==> src/sv/obd_response_decoder_core_macros.svh <==
// Assertion macros for the OBD response decoder.
`ifndef OBD_RESPONSE_DECODER_CORE_MACROS_SVH
`define OBD_RESPONSE_DECODER_CORE_MACROS_SVH
`ifndef SYNTHESIS
`define OBD_RD_ASSERT_IMP(lbl, clk, rst_n, ante, cons) \
    lbl: assert property (@(posedge clk) disable iff (!rst_n) (ante) |-> (cons)) \
        else $error("obd_rd: implication failed");
`define OBD_RD_ASSERT_NEXT(lbl, clk, rst_n, ante, cons) \
    lbl: assert property (@(posedge clk) disable iff (!rst_n) (ante) |=> (cons)) \
        else $error("obd_rd: next-cycle implication failed");
`else
`define OBD_RD_ASSERT_IMP(lbl, clk, rst_n, ante, cons)
`define OBD_RD_ASSERT_NEXT(lbl, clk, rst_n, ante, cons)
`endif
`endif

==> src/sv/obd_rd_pkg.sv <==
// Shared types, character codes and helpers of the OBD response decoder.
package obd_rd_pkg;

    localparam logic [7:0] CH_LF     = 8'h0A;
    localparam logic [7:0] CH_CR     = 8'h0D;
    localparam logic [7:0] CH_SPACE  = 8'h20;
    localparam logic [7:0] CH_DOT    = 8'h2E;
    localparam logic [7:0] CH_ZERO   = 8'h30;
    localparam logic [7:0] CH_ONE    = 8'h31;
    localparam logic [7:0] CH_FOUR   = 8'h34;
    localparam logic [7:0] CH_NINE   = 8'h39;
    localparam logic [7:0] CH_PROMPT = 8'h3E;
    localparam logic [7:0] CH_UA     = 8'h41;
    localparam logic [7:0] CH_UF     = 8'h46;
    localparam logic [7:0] CH_V      = 8'h56;
    localparam logic [7:0] CH_LA     = 8'h61;
    localparam logic [7:0] CH_LF_HEX = 8'h66;

    localparam logic [7:0] PID_LOAD    = 8'h04;
    localparam logic [7:0] PID_COOLANT = 8'h05;
    localparam logic [7:0] PID_RPM     = 8'h0C;
    localparam logic [7:0] PID_INTAKE  = 8'h0F;
    localparam logic [7:0] PID_MAF     = 8'h10;

    localparam logic [13:0] VOLT_MAX = 14'd9999;
    localparam int          VALUE_W  = 22;

    // floor(a*10000/255) == (a * round_up(2^30/255) * 10000) >> 30 for all 8-bit a
    localparam logic [35:0] LOAD_MUL   = 36'd42107530000;
    localparam int          LOAD_SHIFT = 30;

    typedef enum logic [2:0] {
        KIND_EMPTY,
        KIND_PID_DEC,
        KIND_DEC,
        KIND_PID,
        KIND_FRAC,
        KIND_VOLTS
    } line_kind_t;

    typedef enum logic [2:0] {
        QTY_COOLANT,
        QTY_INTAKE,
        QTY_RPM,
        QTY_LOAD,
        QTY_MAF,
        QTY_VOLTS
    } quantity_t;

    typedef struct packed {
        logic [3:0]  pos;
        line_kind_t  kind;
        logic [7:0]  pid;
        logic [7:0]  a;
        logic [7:0]  b;
        logic [13:0] volt;
        logic [1:0]  frac;
        logic        bad;
    } line_state_t;

    localparam line_state_t LINE_CLEAR = '{
        pos: 4'd0, kind: KIND_EMPTY, pid: 8'd0, a: 8'd0, b: 8'd0,
        volt: 14'd0, frac: 2'd0, bad: 1'b0
    };

    function automatic logic is_ignored(input logic [7:0] c);
        return (c == CH_SPACE) || (c == CH_LF);
    endfunction

    function automatic logic is_term(input logic [7:0] c);
        return (c == CH_CR) || (c == CH_PROMPT);
    endfunction

    function automatic logic is_dec(input logic [7:0] c);
        return (c >= CH_ZERO) && (c <= CH_NINE);
    endfunction

    function automatic logic is_hex(input logic [7:0] c);
        return is_dec(c) || ((c >= CH_UA) && (c <= CH_UF))
            || ((c >= CH_LA) && (c <= CH_LF_HEX));
    endfunction

    // Letters A-F and a-f both carry 1..6 in the low nibble.
    function automatic logic [3:0] hex_val(input logic [7:0] c);
        return is_dec(c) ? c[3:0] : 4'(c[3:0] + 4'd9);
    endfunction

endpackage

==> src/sv/obd_rd_parse.sv <==
// Line parser: holds the per-line state and advances it one character at a time.
module obd_rd_parse (
    input  logic                   clk,
    input  logic                   rst_n,
    input  logic                   take,
    input  logic [7:0]             ch,
    output obd_rd_pkg::line_state_t state
);
    import obd_rd_pkg::*;

    line_state_t state_reg;
    line_state_t state_next;
    line_state_t upd;
    logic        pid_ok;
    logic        vk_hit;
    line_kind_t  vk;
    logic [16:0] volt_sum;
    logic [3:0]  digit;
    logic        add_digit;
    logic [3:0]  nib;
    logic        kind_pid_side;
    logic        kind_volt_side;

    assign digit = ch[3:0];
    assign nib   = hex_val(ch);

    always_comb
    begin
        upd            = state_reg;
        pid_ok         = 1'b0;
        vk_hit         = 1'b0;
        vk             = KIND_EMPTY;
        add_digit      = 1'b0;
        kind_pid_side  = (state_reg.kind == KIND_EMPTY) || (state_reg.kind == KIND_PID_DEC)
                      || (state_reg.kind == KIND_PID);
        kind_volt_side = (state_reg.kind == KIND_EMPTY) || (state_reg.kind == KIND_PID_DEC)
                      || (state_reg.kind == KIND_DEC) || (state_reg.kind == KIND_FRAC);

        if (kind_pid_side)
        begin
            if (state_reg.pos >= 4'd8)
            begin
                pid_ok = 1'b1;
            end
            else if (state_reg.pos == 4'd0)
            begin
                pid_ok = (ch == CH_FOUR);
            end
            else if (state_reg.pos == 4'd1)
            begin
                pid_ok = (ch == CH_ONE);
            end
            else if (is_hex(ch))
            begin
                pid_ok = 1'b1;
                case (state_reg.pos[2:0])
                    3'd2:    upd.pid = {nib, 4'd0};
                    3'd3:    upd.pid = {state_reg.pid[7:4], nib};
                    3'd4:    upd.a   = {nib, 4'd0};
                    3'd5:    upd.a   = {state_reg.a[7:4], nib};
                    3'd6:    upd.b   = {nib, 4'd0};
                    default: upd.b   = {state_reg.b[7:4], nib};
                endcase
            end
        end

        if (kind_volt_side)
        begin
            if (is_dec(ch))
            begin
                vk_hit = 1'b1;
                if (state_reg.kind == KIND_FRAC)
                begin
                    vk = KIND_FRAC;
                    if (state_reg.frac < 2'd2)
                    begin
                        add_digit = 1'b1;
                        upd.frac  = 2'(state_reg.frac + 2'd1);
                    end
                end
                else
                begin
                    vk        = KIND_DEC;
                    add_digit = 1'b1;
                end
            end
            else if ((ch == CH_DOT) && (state_reg.kind != KIND_FRAC))
            begin
                vk_hit = 1'b1;
                vk     = KIND_FRAC;
            end
            else if ((ch == CH_V) && ((state_reg.kind == KIND_PID_DEC)
                     || (state_reg.kind == KIND_DEC)
                     || ((state_reg.kind == KIND_FRAC) && (state_reg.pos >= 4'd2))))
            begin
                vk_hit = 1'b1;
                vk     = KIND_VOLTS;
            end
        end

        volt_sum = 17'(state_reg.volt) * 17'd10 + 17'(digit);
        if (add_digit)
        begin
            upd.volt = (volt_sum > 17'(VOLT_MAX)) ? VOLT_MAX : volt_sum[13:0];
        end

        if (pid_ok && vk_hit && (vk == KIND_DEC))
        begin
            upd.kind = KIND_PID_DEC;
        end
        else if (pid_ok)
        begin
            upd.kind = KIND_PID;
        end
        else if (vk_hit)
        begin
            upd.kind = vk;
        end
        else
        begin
            upd.bad = 1'b1;
        end

        // a spoilt line keeps counting characters but nothing else
        if (state_reg.bad)
        begin
            upd = state_reg;
        end
        if (state_reg.pos != 4'd15)
        begin
            upd.pos = 4'(state_reg.pos + 4'd1);
        end

        state_next = state_reg;
        if (take)
        begin
            if (is_term(ch))
            begin
                state_next = LINE_CLEAR;
            end
            else if (!is_ignored(ch))
            begin
                state_next = upd;
            end
        end
    end

    always_ff @(posedge clk or negedge rst_n)
    begin
        if (!rst_n)
        begin
            state_reg <= LINE_CLEAR;
        end
        else
        begin
            state_reg <= state_next;
        end
    end

    assign state = state_reg;

endmodule

==> src/sv/obd_rd_value.sv <==
// Value decoder: turns a finished line into a quantity code and a value in hundredths.
module obd_rd_value (
    input  obd_rd_pkg::line_state_t state,
    output logic                    ok,
    output obd_rd_pkg::quantity_t   qty,
    output logic signed [21:0]      val
);
    import obd_rd_pkg::*;

    logic signed [21:0] temp_val;
    logic [43:0]        load_prod;
    logic [20:0]        rpm_val;
    logic [19:0]        volt_scaled;
    logic [13:0]        volt_val;
    logic               pid_line;

    assign temp_val  = ($signed({14'd0, state.a}) - 22'sd40) * 22'sd100;
    assign load_prod = 44'(state.a) * 44'(LOAD_MUL);
    assign rpm_val   = 21'({state.a, state.b} >> 2) * 21'd100;
    assign pid_line  = ((state.kind == KIND_PID_DEC) || (state.kind == KIND_PID))
                    && (state.pos >= 4'd6);

    always_comb
    begin
        case (state.frac)
            2'd0:    volt_scaled = 20'(state.volt) * 20'd100;
            2'd1:    volt_scaled = 20'(state.volt) * 20'd10;
            default: volt_scaled = 20'(state.volt);
        endcase
        volt_val = (volt_scaled > 20'(VOLT_MAX)) ? VOLT_MAX : volt_scaled[13:0];
    end

    always_comb
    begin
        ok  = 1'b0;
        qty = QTY_COOLANT;
        val = temp_val;
        if (!state.bad && (state.pos != 4'd0))
        begin
            if (state.kind == KIND_VOLTS)
            begin
                ok  = 1'b1;
                qty = QTY_VOLTS;
                val = $signed(22'(volt_val));
            end
            else if (pid_line)
            begin
                unique case (state.pid)
                    PID_COOLANT:
                    begin
                        ok  = 1'b1;
                        qty = QTY_COOLANT;
                        val = temp_val;
                    end
                    PID_INTAKE:
                    begin
                        ok  = 1'b1;
                        qty = QTY_INTAKE;
                        val = temp_val;
                    end
                    PID_LOAD:
                    begin
                        ok  = 1'b1;
                        qty = QTY_LOAD;
                        val = $signed(22'(load_prod[43:LOAD_SHIFT]));
                    end
                    PID_RPM:
                    begin
                        ok  = (state.pos >= 4'd8);
                        qty = QTY_RPM;
                        val = $signed(22'(rpm_val));
                    end
                    PID_MAF:
                    begin
                        ok  = (state.pos >= 4'd8);
                        qty = QTY_MAF;
                        val = $signed(22'({state.a, state.b}));
                    end
                    default:
                    begin
                        ok = 1'b0;
                    end
                endcase
            end
        end
    end

endmodule

==> src/sv/obd_response_decoder_core.sv <==
// A line terminator's result passes from the character register into the result register.
// Throughput: one character request per cycle; only a terminator that yields a result
// waits, and only while the result register still holds an untaken result.
// The character register and result register part the two channels.
// Reset (rst_n low, asynchronous) empties both registers and clears the line state.
// Top level: character register, line parser, value decoder and result register.
`include "obd_response_decoder_core_macros.svh"
module obd_response_decoder_core (
    input  logic        clk,
    input  logic        rst_n,
    input  logic        in_valid,
    output logic        in_ready,
    input  logic [7:0]  rx_char,
    output logic        out_valid,
    input  logic        out_ready,
    output logic [2:0]  quantity,
    output logic signed [21:0] value
);
    import obd_rd_pkg::*;

    logic               in_valid_reg;
    logic               in_valid_next;
    logic [7:0]         rx_char_reg;
    logic [7:0]         rx_char_next;
    logic               out_valid_reg;
    logic               out_valid_next;
    logic [2:0]         quantity_reg;
    logic [2:0]         quantity_next;
    logic signed [21:0] value_reg;
    logic signed [21:0] value_next;

    line_state_t        line_state;
    logic               res_ok;
    quantity_t          res_qty;
    logic signed [21:0] res_val;
    logic               emit;
    logic               adv;

    obd_rd_parse u_parse (
        .clk   (clk),
        .rst_n (rst_n),
        .take  (adv),
        .ch    (rx_char_reg),
        .state (line_state)
    );

    obd_rd_value u_value (
        .state (line_state),
        .ok    (res_ok),
        .qty   (res_qty),
        .val   (res_val)
    );

    assign emit     = in_valid_reg && is_term(rx_char_reg) && res_ok;
    // hold a result-bearing request while the result register is still occupied
    assign adv      = in_valid_reg && (!emit || !out_valid_reg || out_ready);
    assign in_ready = !in_valid_reg || adv;

    always_comb
    begin
        in_valid_next  = in_valid_reg;
        rx_char_next   = rx_char_reg;
        out_valid_next = out_valid_reg;
        quantity_next  = quantity_reg;
        value_next     = value_reg;

        if (in_valid && in_ready)
        begin
            in_valid_next = 1'b1;
            rx_char_next  = rx_char;
        end
        else if (adv)
        begin
            in_valid_next = 1'b0;
        end

        if (adv && emit)
        begin
            out_valid_next = 1'b1;
            quantity_next  = res_qty;
            value_next     = res_val;
        end
        else if (out_ready)
        begin
            out_valid_next = 1'b0;
        end
    end

    always_ff @(posedge clk or negedge rst_n)
    begin
        if (!rst_n)
        begin
            in_valid_reg  <= 1'b0;
            out_valid_reg <= 1'b0;
        end
        else
        begin
            in_valid_reg  <= in_valid_next;
            out_valid_reg <= out_valid_next;
        end
    end

    always_ff @(posedge clk)
    begin
        rx_char_reg  <= rx_char_next;
        quantity_reg <= quantity_next;
        value_reg    <= value_next;
    end

    assign out_valid = out_valid_reg;
    assign quantity  = quantity_reg;
    assign value     = value_reg;

    `OBD_RD_ASSERT_IMP(a_rise_only_on_term, clk, rst_n, $rose(out_valid_reg), $past(adv && is_term(rx_char_reg)))
    `OBD_RD_ASSERT_NEXT(a_stall_holds_char, clk, rst_n, in_valid_reg && !adv, in_valid_reg && $stable(rx_char_reg))
    `OBD_RD_ASSERT_IMP(a_qty_range, clk, rst_n, out_valid_reg, quantity_reg <= QTY_VOLTS)
    `OBD_RD_ASSERT_IMP(a_volts_range, clk, rst_n, out_valid_reg && (quantity_reg == QTY_VOLTS), (value_reg >= 22'sd0) && (value_reg <= 22'sd9999))

endmodule

==> config.mk <==
export PLATFORM = sky130hd
export DESIGN_NAME = obd_response_decoder_core
export DESIGN_NICKNAME = d
export VERILOG_FILES = /design/src/sv/obd_rd_pkg.sv /design/src/sv/obd_rd_parse.sv /design/src/sv/obd_rd_value.sv /design/src/sv/obd_response_decoder_core.sv
export VERILOG_INCLUDE_DIRS = /design/src /design/src/sv
export SDC_FILE = /design/constraint.sdc
export NUM_CORES = 1
export LEC_CHECK = 0
export BUFFER_PORTS_ARGS = -buffer_cell sky130_fd_sc_hd__buf_2
export CAP_MARGIN = 20
export CORE_MARGIN = 3
export CORE_UTILIZATION = 31
export CTS_BUF_LIST = sky130_fd_sc_hd__clkbuf_16
export DETAILED_ROUTE_END_ITERATION = 16
export MAX_ROUTING_LAYER = met4
export PLACE_DENSITY_LB_ADDON = 0.2
export SLEW_MARGIN = 0
export SYNTH_ARGS = -nofsm -noshare
export SYNTH_HDL_FRONTEND = slang
export SYNTH_HIERARCHICAL = 1
export SYNTH_SLANG_ARGS = --single-unit
==> constraint.sdc <==
create_clock -name clk -period 5.1 [get_ports clk]
set_input_delay 0.51 -clock clk [delete_from_list [all_inputs] [get_ports clk]]
set_output_delay 0.51 -clock clk [all_outputs]
set_load 0.02 [all_outputs]
## Word level (Yosys, flattened, before mapping)

Index checks and enable logic that the tools add are counted.

- Register bits: 83
- Word-level logic and storage cells: 207
- Output and inout port bits: 27

- Multiply operators: 6
- Bitwise operators: 2
- Muxes and demuxes: 60
- Equality and inequality tests: 36
- Add/sub/neg operators: 5
- Magnitude comparators: 12
- Reduce and logical (&&, ||, !) cells: 68

Operators with widths:

| kind | number |
|---|---|
| $mux W24 | 5 |
| $mux W48 | 2 |
| $mux W22 | 3 |
| $pmux W22 S3 | 1 |
| $pmux W8 S2 | 3 |
| $mux W44 | 1 |
| $mux W14 | 3 |
| $eq A8 B6 Y1 const B | 5 |
| $mul A8 B32 Y40 const B | 1 |
| $pmux W20 S2 | 1 |
| $eq A8 B4 Y1 const B | 4 |
| $mux W3 | 10 |
| $reduce_and A10 Y1 | 3 |
| $reduce_and A9 Y1 | 3 |
| $reduce_bool A2 Y1 | 13 |
| $mux W1 | 23 |
| $mul A22 B6 Y20 const B | 1 |
| $gt A20 B14 Y1 const B | 1 |
| $mul A14 B5 Y19 const B | 1 |
| $mul A14 B5 Y18 const B | 1 |
| $add A17 B4 Y17 | 1 |
| $gt A17 B14 Y1 const B | 1 |
| $mul A14 B3 Y17 const B | 1 |
| $eq A8 B3 Y1 const B | 2 |
| 44 further kinds | 99 |

## Depth between registers and ports, before layout

- Depth after elaboration: 15
- Depth in mapped cells: 19
- Depth with buffers taken out: 19

## Cells and area by module

Netlist, hierarchy kept.

Modules (own cells, without submodules):

| module | cells an instance | sequential area each (um2) | area an instance (um2) | times used |
|---|---|---|---|---|
| obd_rd_value | 1014 | 0.0 | 8350.5 | 1 |
| obd_rd_parse | 420 | 1201.2 | 3784.9 | 1 |
| obd_response_decoder_core | 48 | 1041.0 | 1153.6 | 1 |

## Least setup slack after synthesis

No wires, ideal clock.

- Kind: register to register
- From: register u_parse.state_reg, in the netlist u_parse/state[31]
- To: register value_reg[8] (netlist: value[8]) (data pin)
- Arrival: 4791 ps
- Data required time: 4832 ps
- Clock period less this slack: 5058 ps
- Slack: 42 ps
- Path buffers: 0
- Cell stages (with the launch flop): 18
- Setup time: 268 ps
- Cell sequence: dfrtp_1 > inv_1 > ha_1 > fa_1 > inv_1 > fa_1 > fa_1 > inv_1 > ha_1 > nor4_1 > o211ai_1 > a311o_1 > a21oi_1 > a2111oi_0 > or2_1 > o41ai_1 > xor2_1 > o211ai_1

- Longest elaborated chain between the ends: 6
- Elaborated cells between the ends (all ways): 7

Ends and longest elaborated chain:

| element | line | source |
|---|---|---|
| start, declared | obd_rd_parse.sv:11 | `line_state_t state_reg;` |
| start signal, assigned | obd_rd_parse.sv:156 | `state_reg <= state_next;` |
| $sub A8 B6 Y9 | obd_rd_value.sv:17 | `assign temp_val = ($signed({14'd0, state.a}) - 22'sd40) * 22'sd100;` |
| $mul A22 B6 Y20 | obd_rd_value.sv:17 |  |
| $pmux W22 S3 | obd_rd_value.sv:48 | `unique case (state.pid)` |
| $mux W22 | obd_rd_value.sv:46 | `else if (pid_line)` |
| $mux W22 | obd_rd_value.sv:40 | `if (state.kind == KIND_VOLTS)` |
| $mux W22 * | obd_rd_value.sv:38 | `if (!state.bad && (state.pos != 4'd0))` |
| named net res_val[8] | obd_response_decoder_core.sv:35 | `logic signed [21:0] res_val;` |
| end signal, assigned | obd_response_decoder_core.sv:107 | `value_reg <= value_next;` |
| end, declared | obd_response_decoder_core.sv:29 | `logic signed [21:0] value_reg;` |

Mark *: on every way through the listed nets, which the timed path passes. The rest lies on a longest branch.
A chain may end at the register's enable or synchronous reset.

## Final worst setup path

- From: register u_parse.state_reg, in the netlist u_parse/state[30]
- To: register value_reg[5] (netlist: value[5]) (data pin)

- Longest elaborated chain between the ends: 5

Ends and longest elaborated chain:

| element | line | source |
|---|---|---|
| $mul A8 B32 Y40 | obd_rd_value.sv:18 | `assign load_prod = 44'(state.a) * 44'(LOAD_MUL);` |
| $pmux W22 S3 | obd_rd_value.sv:48 |  |
| $mux W22 | obd_rd_value.sv:46 |  |
| $mux W22 | obd_rd_value.sv:40 |  |
| $mux W22 | obd_rd_value.sv:38 |  |
| named net res_val[5] | obd_response_decoder_core.sv:35 |  |

The timed path passes the listed nets, and every way through them passes these cells.

==> reports/results.txt <==
outcome - finished clean
metal3 WL - 1750 um
Peak supply drop - 0.176 mV
post-synthesis register bit count - 83
synthesized area - 13300 um2
kind of critical path - flip-flop to flip-flop
PnR Total Power - 1.74 mW
first-pass GRT wire length - 63000 um
max incr delay on CP - 630 ps
share of layout cells above drive strength 1 - 0.180
WL per Instance - 18.2 um
Seq/Total Area, Yosys - 0.169
Rows - 75
fin worst setup slack - 28.3 ps
Critical Path, Cell by Cell - fa_2, inv_2, fa_1, fa_1, fa_1, inv_2, ha_4, a21oi_4, o21ai_4, a311o_1, a21oi_4, buf_6, a21o_4, buf_6, o211a_1, o31ai_2, o2111a_1, a221o_1
Slew Limit Fails - 0
TritonCTS Buffers - 9
via count - 11.4k
Leakage Power - 7.97 nW
fin cells - 2174
max FFs per register - 48
Clock Tree Buf Depth - 2
DP HPWL - 32600 um
WP buf/inv - 4
area share of the leading cell type in the synthesized netlist - 0.235
syn nets - 1831
Die ar. - 45400 um2
GRT Overall Usage - 0.184
wl on met1 - 19700 um
MaxCap Viol Count - 0
Clock Tree Root - clkbuf_16
post-cts hold buffer count - 0
Worst path slowest cell - fa_2
RSZ-0062 raised after global routing - true
Critical Path End Type - flip-flop
H-tree levels - 3
Post-Syn Instances - 1482
num ports - 39
crit path max fanout - 4
routability cong. - 0.856
data arrival time of the worst path - 5190 ps
Hold WS - 262 ps
ANT nets after route - 0
initial core utilization - 0.315
routed length on met2 - 17500 um
Area Growth Syn to Fin - 18.2%
post-synth cell types - 87
clock period minus worst slack - 5070 ps
Yosys top cell by area - ha_1
commonest cells after routing, fill and taps aside - ha_1, inv_1, buf_4
Layout Skew - 10.9 ps
most common cell after layout, fill and taps aside - ha_1
die width - 213 um
Post-synth EDFFs - 33
clk slew on worst S/H paths - 70 ps
largest net degree at the start of global routing - 51
Top delay family on crit path - adder cells
Top Layer Used - met4
DR iter-0 viols - 770
Syn Area/Cell - 8.97 um2
drt pass-1 iters - 5
CTS Sinks - 83
drt drc - 0
drt total wl - 39500 um
worst path required time - 5220 ps
number of global-route vias before repair - 11.3k
Skew-Pair Late Insertion Delay - 370 ps
worst hold path type - input port to asynchronous set/reset pin
antenna violations before repair - 1
cell mode on critical path - fa_1
Placement Setup Slack - -416 ps
ant diodes - 0
port bufs - 38
largest cells by area after synthesis - ha_1, fa_1, dfrtp_1, edfxtp_1, inv_1
grt total ovfl - 0
async set-reset flop share out of synthesis - 0.602
Max-slew headroom - 0.341
final hold violation count - 0
final setup vio count - 0
FMAX - 197 MHz
Nets - 1979
count of yosys warnings during synthesis - 6
Synth Flop Type - dfrtp_1
vias per cell - 5.24
Worst-Margin Slew - 981 ps
TritonCTS clock tree - done
Worst setup SP type - flip-flop
P per Cell Area - 111 nW/um2
Core ar. - 42100 um2
final worst path period share - 0.994
Die Y - 213 um
Inst Count DP - 2148
## cells in the mapped netlist (all sizes together) (7+ instances only)
library cell	count
ha	250
a22o	7
a21o	25
nand2	88
o21ai	76
or2	12
a21oi	98
inv	226
nor3	36
mux2i	12
a211oi	14
nor2	92
a221o	7
clkbuf	17
o211ai	12
fa	87
mux2	26
o21a	10
nand4	9
xnor2	44
nand3	18
nand2b	12
o21bai	9
a211o	9
nor2b	20
edfxtp	33
a221oi	9
a31oi	15
nor4	8
xor2	23
nor3b	7
dfrtp	50
o31ai	14
## repair_timing
action	in CTS	in global routing
endpoints found under the setup margin	12	17
pin swaps	11	38
setup buffers	4	7
gates cloned	0	0
resized for setup	29	63
## routing by layer
layer	up-vias	global-route usage
li1	5577	-
met1	5568	0.262
met2	220	0.278
met3	36	0.0301
met4	0	0.0326
met5	-	-
## worst paths after layout
kind | from | endpoint | slack (ps) | depth (start not counted)
worst max-delay path | u_parse/state[30]$_DFFE_PN0P_ | value[5]$_DFFE_PP_ | 30 | 18
worst min-delay path | rst_n | out_valid$_DFFE_PN0P_ | 260 | 2
worst max register to register | u_parse/state[30]$_DFFE_PN0P_ | value[5]$_DFFE_PP_ | 30 | 18
worst min register to register | u_parse/state[38]$_DFFE_PN0P_ | u_parse/state[38]$_DFFE_PN0P_ | 510 | 1
max in group asynchronous | rst_n | u_parse/state[27]$_DFFE_PN0P_ | 4310 | 2
min in group clk | rx_char[0] | rx_char_reg[0]$_DFFE_PP_ | 310 | 1
## power by group
part / internal (mW) / total [mW] / switching, mW
sequential: 0.718 / 0.770 / 0.0525
combinational: 0.110 / 0.293 / 0.183
clock: 0.365 / 0.679 / 0.314
total: 1.19 / 1.74 / 0.550
## through the flow
step | util | setup TNS, ps | area (um2)
after floorplan | - | 0 | 13300
after global placement | 0.353 | -2530 | 14900
after detailed placement | 0.353 | -3100 | 14900
after CTS | 0.364 | -13.8 | 15400
after global routing | 0.373 | -498 | 15700
final | 0.373 | 0 | 15700
## cells by family after synthesis
| group | synth area share |
|---|---|
| compound gates | 0.186 |
| buf+inv | 0.0709 |
| mux | 0.0311 |
| xor+xnor | 0.0442 |
| fa+ha+maj | 0.367 |
| flops | 0.169 |
| simple gates | 0.132 |
## final cells by class
type                            count  area, um2
Fill cell                        4276      26400
Multi-Input combinational cell   1151      10500
Sequential cell                    83       2250
Timing Repair Buffer              158       1100
Inverter                          227        855
Tap cell                          539        674
Clock buffer                       10        250
Clock inverter                      6       45.0
No activity file was read; power rests on OpenSTA's default activity.
